File: src/bsp_pkg.sv
package bsp_pkg;

    localparam int ByteW   = 8;
    localparam int SymW    = 5;
    localparam int ResW    = 4;
    localparam int CntW    = 3;
    localparam int AccW    = ResW + ByteW;
    localparam int MaxSyms = 3;
    localparam int IdxW    = 2;

    localparam logic [CntW-1:0] ResMax  = 3'd4;
    localparam logic [SymW-1:0] SymMask = 5'h1f;

    typedef logic [SymW-1:0] sym_t;

endpackage

File: src/byte_to_5bit_symbol_splitter.sv
// Channel  | Handshake              | Payload
// ---------+------------------------+---------------------------
// byte in  | byte_valid, byte_ready | data_byte[7:0], last_byte
// symbol   | sym_valid, sym_ready   | symbol[4:0], last_symbol
//
// A byte is split into its one to three symbols in the cycle it is accepted.
// The symbols are held in a group register and move to the output register
// one per cycle while the symbol side is not stalled.
// A new byte is taken in the cycle the last symbol of the group moves out.
// Reset clears the leftover bits and the valid flags of the group and the output register.
// A stall on the symbol side holds the output word and then the group.
module byte_to_5bit_symbol_splitter
    import bsp_pkg::*;
(
    input  logic             clk,
    input  logic             rst_n,
    input  logic             byte_valid,
    output logic             byte_ready,
    input  logic [ByteW-1:0] data_byte,
    input  logic             last_byte,
    output logic             sym_valid,
    input  logic             sym_ready,
    output logic [SymW-1:0]  symbol,
    output logic             last_symbol
);

    logic [ResW-1:0] residual_bits_reg;
    logic [ResW-1:0] residual_bits_next;
    logic [CntW-1:0] residual_count_reg;
    logic [CntW-1:0] residual_count_next;

    sym_t            grp_sym_reg [MaxSyms];
    sym_t            grp_sym_next [MaxSyms];
    logic [IdxW-1:0] grp_cnt_reg;
    logic [IdxW-1:0] grp_cnt_next;
    logic [IdxW-1:0] grp_idx_reg;
    logic            grp_last_reg;
    logic            grp_valid_reg;

    logic            sym_valid_reg;
    sym_t            symbol_reg;
    logic            last_symbol_reg;

    logic            accept;
    logic            load;
    logic            take_last;

    logic [CntW-1:0] cnt_sat;
    logic [ResW-1:0] res_mask;
    logic [AccW-1:0] acc;
    logic [3:0]      n_bits;
    logic            two_syms;
    logic [2:0]      rem;
    logic [ResW-1:0] rem_mask;
    logic [ResW-1:0] rem_bits;
    sym_t            sym0;
    sym_t            sym1;
    sym_t            flush_sym;

    always_comb
    begin
        cnt_sat  = (residual_count_reg > ResMax) ? ResMax : residual_count_reg;
        res_mask = ResW'((5'd1 << cnt_sat) - 5'd1);
        acc      = {residual_bits_reg & res_mask, data_byte};
        n_bits   = 4'(cnt_sat) + 4'd8;
        two_syms = (n_bits >= 4'd10);
        sym0     = SymMask & SymW'(acc >> (n_bits - 4'd5));
        sym1     = SymMask & SymW'(acc >> (n_bits - 4'd10));
        rem      = two_syms ? 3'(n_bits - 4'd10) : 3'(n_bits - 4'd5);
        rem_mask = ResW'((5'd1 << rem) - 5'd1);
        rem_bits = acc[ResW-1:0] & rem_mask;
        flush_sym = SymMask & SymW'({4'd0, rem_bits} << (3'd5 - rem));

        grp_sym_next[0] = sym0;
        grp_sym_next[1] = two_syms ? sym1 : flush_sym;
        grp_sym_next[2] = flush_sym;
        grp_cnt_next    = two_syms ? 2'd2 : 2'd1;
        if (last_byte && (rem != 3'd0))
        begin
            grp_cnt_next = grp_cnt_next + 2'd1;
        end

        if (last_byte)
        begin
            residual_bits_next  = '0;
            residual_count_next = '0;
        end
        else
        begin
            residual_bits_next  = rem_bits;
            residual_count_next = rem;
        end
    end

    assign load       = grp_valid_reg && (!sym_valid_reg || sym_ready);
    assign take_last  = load && (grp_idx_reg == (grp_cnt_reg - 2'd1));
    assign byte_ready = !grp_valid_reg || take_last;
    assign accept     = byte_valid && byte_ready;

    always_ff @(posedge clk or negedge rst_n)
    begin
        if (!rst_n)
        begin
            residual_bits_reg  <= '0;
            residual_count_reg <= '0;
            grp_valid_reg      <= 1'b0;
            grp_idx_reg        <= '0;
            sym_valid_reg      <= 1'b0;
        end
        else
        begin
            if (accept)
            begin
                residual_bits_reg  <= residual_bits_next;
                residual_count_reg <= residual_count_next;
                grp_valid_reg      <= 1'b1;
                grp_idx_reg        <= '0;
            end
            else if (take_last)
            begin
                grp_valid_reg <= 1'b0;
            end
            else if (load)
            begin
                grp_idx_reg <= grp_idx_reg + 2'd1;
            end

            if (load)
            begin
                sym_valid_reg <= 1'b1;
            end
            else if (sym_ready)
            begin
                sym_valid_reg <= 1'b0;
            end
        end
    end

    always_ff @(posedge clk)
    begin
        if (accept)
        begin
            grp_sym_reg  <= grp_sym_next;
            grp_cnt_reg  <= grp_cnt_next;
            grp_last_reg <= last_byte;
        end
        if (load)
        begin
            symbol_reg      <= grp_sym_reg[grp_idx_reg];
            last_symbol_reg <= grp_last_reg && take_last;
        end
    end

    assign sym_valid   = sym_valid_reg;
    assign symbol      = symbol_reg;
    assign last_symbol = last_symbol_reg;

endmodule

File: config.mk
export PLATFORM = sky130hd
export DESIGN_NAME = byte_to_5bit_symbol_splitter
export DESIGN_NICKNAME = d
export VERILOG_FILES = /design/src/bsp_pkg.sv /design/src/byte_to_5bit_symbol_splitter.sv
export SDC_FILE = /design/constraint.sdc
export NUM_CORES = 1
export LEC_CHECK = 0
export BUFFER_PORTS_ARGS = -buffer_cell sky130_fd_sc_hd__buf_2
export CAP_MARGIN = 20
export CELL_PAD_IN_SITES_DETAIL_PLACEMENT = 0
export CELL_PAD_IN_SITES_GLOBAL_PLACEMENT = 2
export CORE_ASPECT_RATIO = 0.6
export CORE_MARGIN = 5
export CORE_UTILIZATION = 38
export DETAILED_ROUTE_END_ITERATION = 8
export GPL_ROUTABILITY_DRIVEN = 0
export PLACE_DENSITY = 0.78
export SYNTH_ARGS = -nofsm -noshare
export SYNTH_HDL_FRONTEND = slang
export SYNTH_SLANG_ARGS = --single-unit
File: constraint.sdc
create_clock -name clk -period 2.9 [get_ports clk]
set_input_delay 0.145 -clock clk [delete_from_list [all_inputs] [get_ports clk]]
set_output_delay 0.145 -clock clk [all_outputs]
set_load 0.03 [all_outputs]
==> run_results.csv <==
group,metric,value,unit
power_and_ir_drop,ir_drop,0.0005344,V
clock_tree,path_clk_slew,70,ps
finish,multi_input_area,0.001394,mm^2
drt,drt_drc_violations_left,0,
clock_tree,cts.sinks,35,
synthesis,synth_xor_area_share,1.685,%
drt,drt-initial-drc-count,151,
clock_tree,post_cts_buffers,0,
clock_tree,cts_resized,0,
global_route,grt_max_degree,25,
sta,maxSlewHeadroom,62.63,%
drt,ant_nets,0,
drt,vias_per_cell,5.701,
drt,firstDrtPassIters,4,
sta,finalCriticalPeriod,2439,ps
synthesis,synthCells,266,
setup_path,end_kind,"register",
sta,min_period_over_period,84.12,%
synthesis,synth_top_family_by_area,"compound AO/OA/AOI/OAI gates",
placed_design,portBuffers,20,
finish,syn_to_final_growth,12.39,%
synthesis,avgSynthCellArea,9.492,um^2
die,core_area,0.006561,mm^2
finish,largest_reg_flops,15,
global_route,antenna_found_initial,0,
synthesis,syn-cell-area,0.002525,mm^2
setup_path,cp_max_fo,12,
synthesis,synth_top_area_cell,"edfxtp_1",
flow_run,max_cap_viol_count,0,
synthesis,synth_top_area_share,28.54,%
sta,tightest_slew,555.4,ps
sta,final-setup-viol-count,0,
synthesis,ys_warn_count,0,
placed_design,hpwl,5.182,mm
synthesis,synth_compound_area_share,19.43,%
clock_tree,clock_latency,280,ps
sta,fin_skew,3.719,ps
synthesis,synth.distinct_cells,57,
sta,fmax,0.4099,GHz
clock_tree,cts_max_level,2,
global_route,track_usage,17.52,%
synthesis,ys_seq_area_share,39.44,%
placed_design,dp.cells,369,
clock_tree,clockBufferDepth,2,
synthesis,ys_seq_elements,35,
die,initial_utilization,38.48,%
drt,wire_per_inst,18.02,um
drt,dr_total_vias,2155,
synthesis,synth-simple-area-share,19.38,%
finish,nets,309,
finish,regArea,996.0,um^2
sta,slew_viol_final,0,
finish,instances_no_fill,378,
die,die_area,0.008428,mm^2
sta,rsz0062_at_grt,"no",
sta,setup_tns,0,ps
clock_tree,cts_tree,"done",
drt,wl,6.812,mm
die,rows,23,
synthesis,async_reset_ff_share,31.43,%
synthesis,synth-edff-count,24,
power_and_ir_drop,powerDensity,1278,mW/mm^2
global_route,grt_pass1_wl,11.24,mm
setup_path,start_kind,"register",
synthesis,yosys-top-cells-area,"edfxtp_1 29%, dfrtp_1 11%, mux2i_1 5.9%, nand2_1 4.6%, a21oi_1 4.0%",
finish,drive_gt1_share,19.93,%
global_route,grt_pass1_vias,2054,
die,die_h,73.14,um
hold_path,hold_path.class,"in2reg",
die,ios,21,
sta,finalHoldViolations,0,
setup_path,crit_type,"reg2reg",
synthesis,synth_fa_ha_area_share,2.973,%
synthesis,synth_nets,285,
synthesis,muxShareOfSynthArea,11.74,%
setup_path,cp.required,3050,ps
finish,diodes,0,
clock_tree,cts-root-buf,"clkbuf_8",
global_route,gr-total-overflow,0,
finish,n_fill_cell,634,
setup_path,arrival,2590,ps
power_and_ir_drop,leakage,1.157,nW
status,status,"completed",
die,die_w,115.2,um
synthesis,synth-main-ff-cell,"edfxtp_1",
clock_tree,numCtsBuffers,5,
finish,final_core_util,43.25,%
[cell usage after synthesis (all sizes together), types with 2 or more instances]
| library cell | count |
|---|---|
| xnor2 | 2 |
| nor3 | 2 |
| buf | 11 |
| nand3b | 2 |
| nor2 | 10 |
| clkbuf | 5 |
| xor2 | 2 |
| a211o | 4 |
| dfrtp | 11 |
| nand2b | 14 |
| o21bai | 3 |
| o22ai | 3 |
| o21ai | 20 |
| mux2 | 5 |
| nand2 | 32 |
| edfxtp | 24 |
| o211ai | 4 |
| and3 | 3 |
| a211oi | 2 |
| mux4 | 4 |
| a31oi | 5 |
| inv | 11 |
| a21oi | 20 |
| a22oi | 5 |
| nor3b | 2 |
| and2 | 2 |
| a22o | 2 |
| ha | 6 |
| or2 | 2 |
| o32a | 2 |
| mux2i | 15 |
| nor2b | 9 |
| nand3 | 8 |
[metal layers]
layer,global-route usage [%],share of wire (%)
met3,4.474,8.8
met4,3.255,0.62
met5,0,0
met2,23.78,39
met1,27.75,51
[area by class of cell]
| class | instances | share of cell area (%) |
|---|---|---|
| tap | 87 | 3.836 |
| inverter | 12 | 1.675 |
| timing repair buffer | 33 | 7.055 |
| sequential | 35 | 35.10 |
| clock buffer | 7 | 3.042 |
| clock inverter | 1 | 0.1764 |
| multi-input combinational | 203 | 49.12 |
[power by group]
group          internal, mW  leakage (nW)  switching, mW
Sequential            0.823         0.358          0.138
Clock                 0.192        0.0482          0.172
Combinational         0.926         0.750           1.38
Total                  1.94          1.16           1.69
[kinds of logic (layout without fill, tap and decap cells)]
family / after synthesis / count (layout)
buffers and inverters: 28 / 53
muxes: 24 / 24
xor gates and xnor gates: 4 / 4
adders and majority gates: 6 / 6
and+or+nand+nor: 92 / 92
AOI/OAI and AO/OA: 77 / 77
DFF: 35 / 35
[cells in the final DEF (no fill, tap or decap), types with 2 or more instances in the layout]
cell type,instances
dfrtp_1,11
o22ai_1,3
clkbuf_8,6
nand3b_1,2
nand2_1,31
o211ai_1,4
nor2b_1,8
a22o_1,2
a31oi_1,5
o21bai_1,3
a211o_1,4
o32a_1,2
and2_1,2
mux4_2,4
and3_1,3
nor3_1,2
xor2_1,2
or2_2,2
buf_2,20
nand3_1,8
ha_1,6
a211oi_1,2
nor3b_1,2
inv_1,8
a21oi_1,20
buf_4,12
edfxtp_1,24
nor2_1,9
a22oi_1,5
o21ai_0,19
mux2i_1,15
mux2_2,5
nand2b_1,14
inv_2,2
[worst max-delay path: stages, from the launching register on]
cell and delay [ps]:
dfrtp_1 430, nor2b_2 190, inv_4 110, ha_1 480, nand4bb_1 170, a21oi_1 100
nand2b_1 190, nor4_1 440, nand2b_1 190
[stage by stage]
step / instance area (um^2) / hold slack (ps) / power [mW] / setup slack (ps)
floorplan: 2525 / -150.6 / 2.631 / 531.1
global placement: 2736 / 41.38 / 3.289 / 510.8
detailed placement: 2736 / 40.86 / 3.245 / 511.1
CTS: 2838 / 151.9 / 3.625 / 491.9
global route: 2838 / 182.6 / 3.927 / 209.4
finish: 2838 / 148.4 / 3.626 / 460.7
[final timing paths]
path                                              startpoint                               end  slack, ps  cells after the start
max                        residual_count_reg[2]$_DFFE_PN0P_          grp_sym_reg[5]$_DFFE_PP_        460                      8
min                                               byte_valid         grp_valid_reg$_DFFE_PN0P_        150                      2
max reg2reg                residual_count_reg[2]$_DFFE_PN0P_          grp_sym_reg[5]$_DFFE_PP_        460                      8
min reg2reg                 residual_bits_reg[3]$_DFFE_PN0P_  residual_bits_reg[3]$_DFFE_PN0P_        480                      1
max in group asynchronous                              rst_n  residual_bits_reg[2]$_DFFE_PN0P_       2430                      2
min in group asynchronous                              rst_n         grp_valid_reg$_DFFE_PN0P_        260                      2
[timing repair]
item | 4_1_cts | 5_1_grt
hold buffers | 1 | 0
endpoints found under the setup margin | 0 | 0
hold endpoints to repair | 11 | 0
No activity file was read; power rests on OpenSTA's default activity.
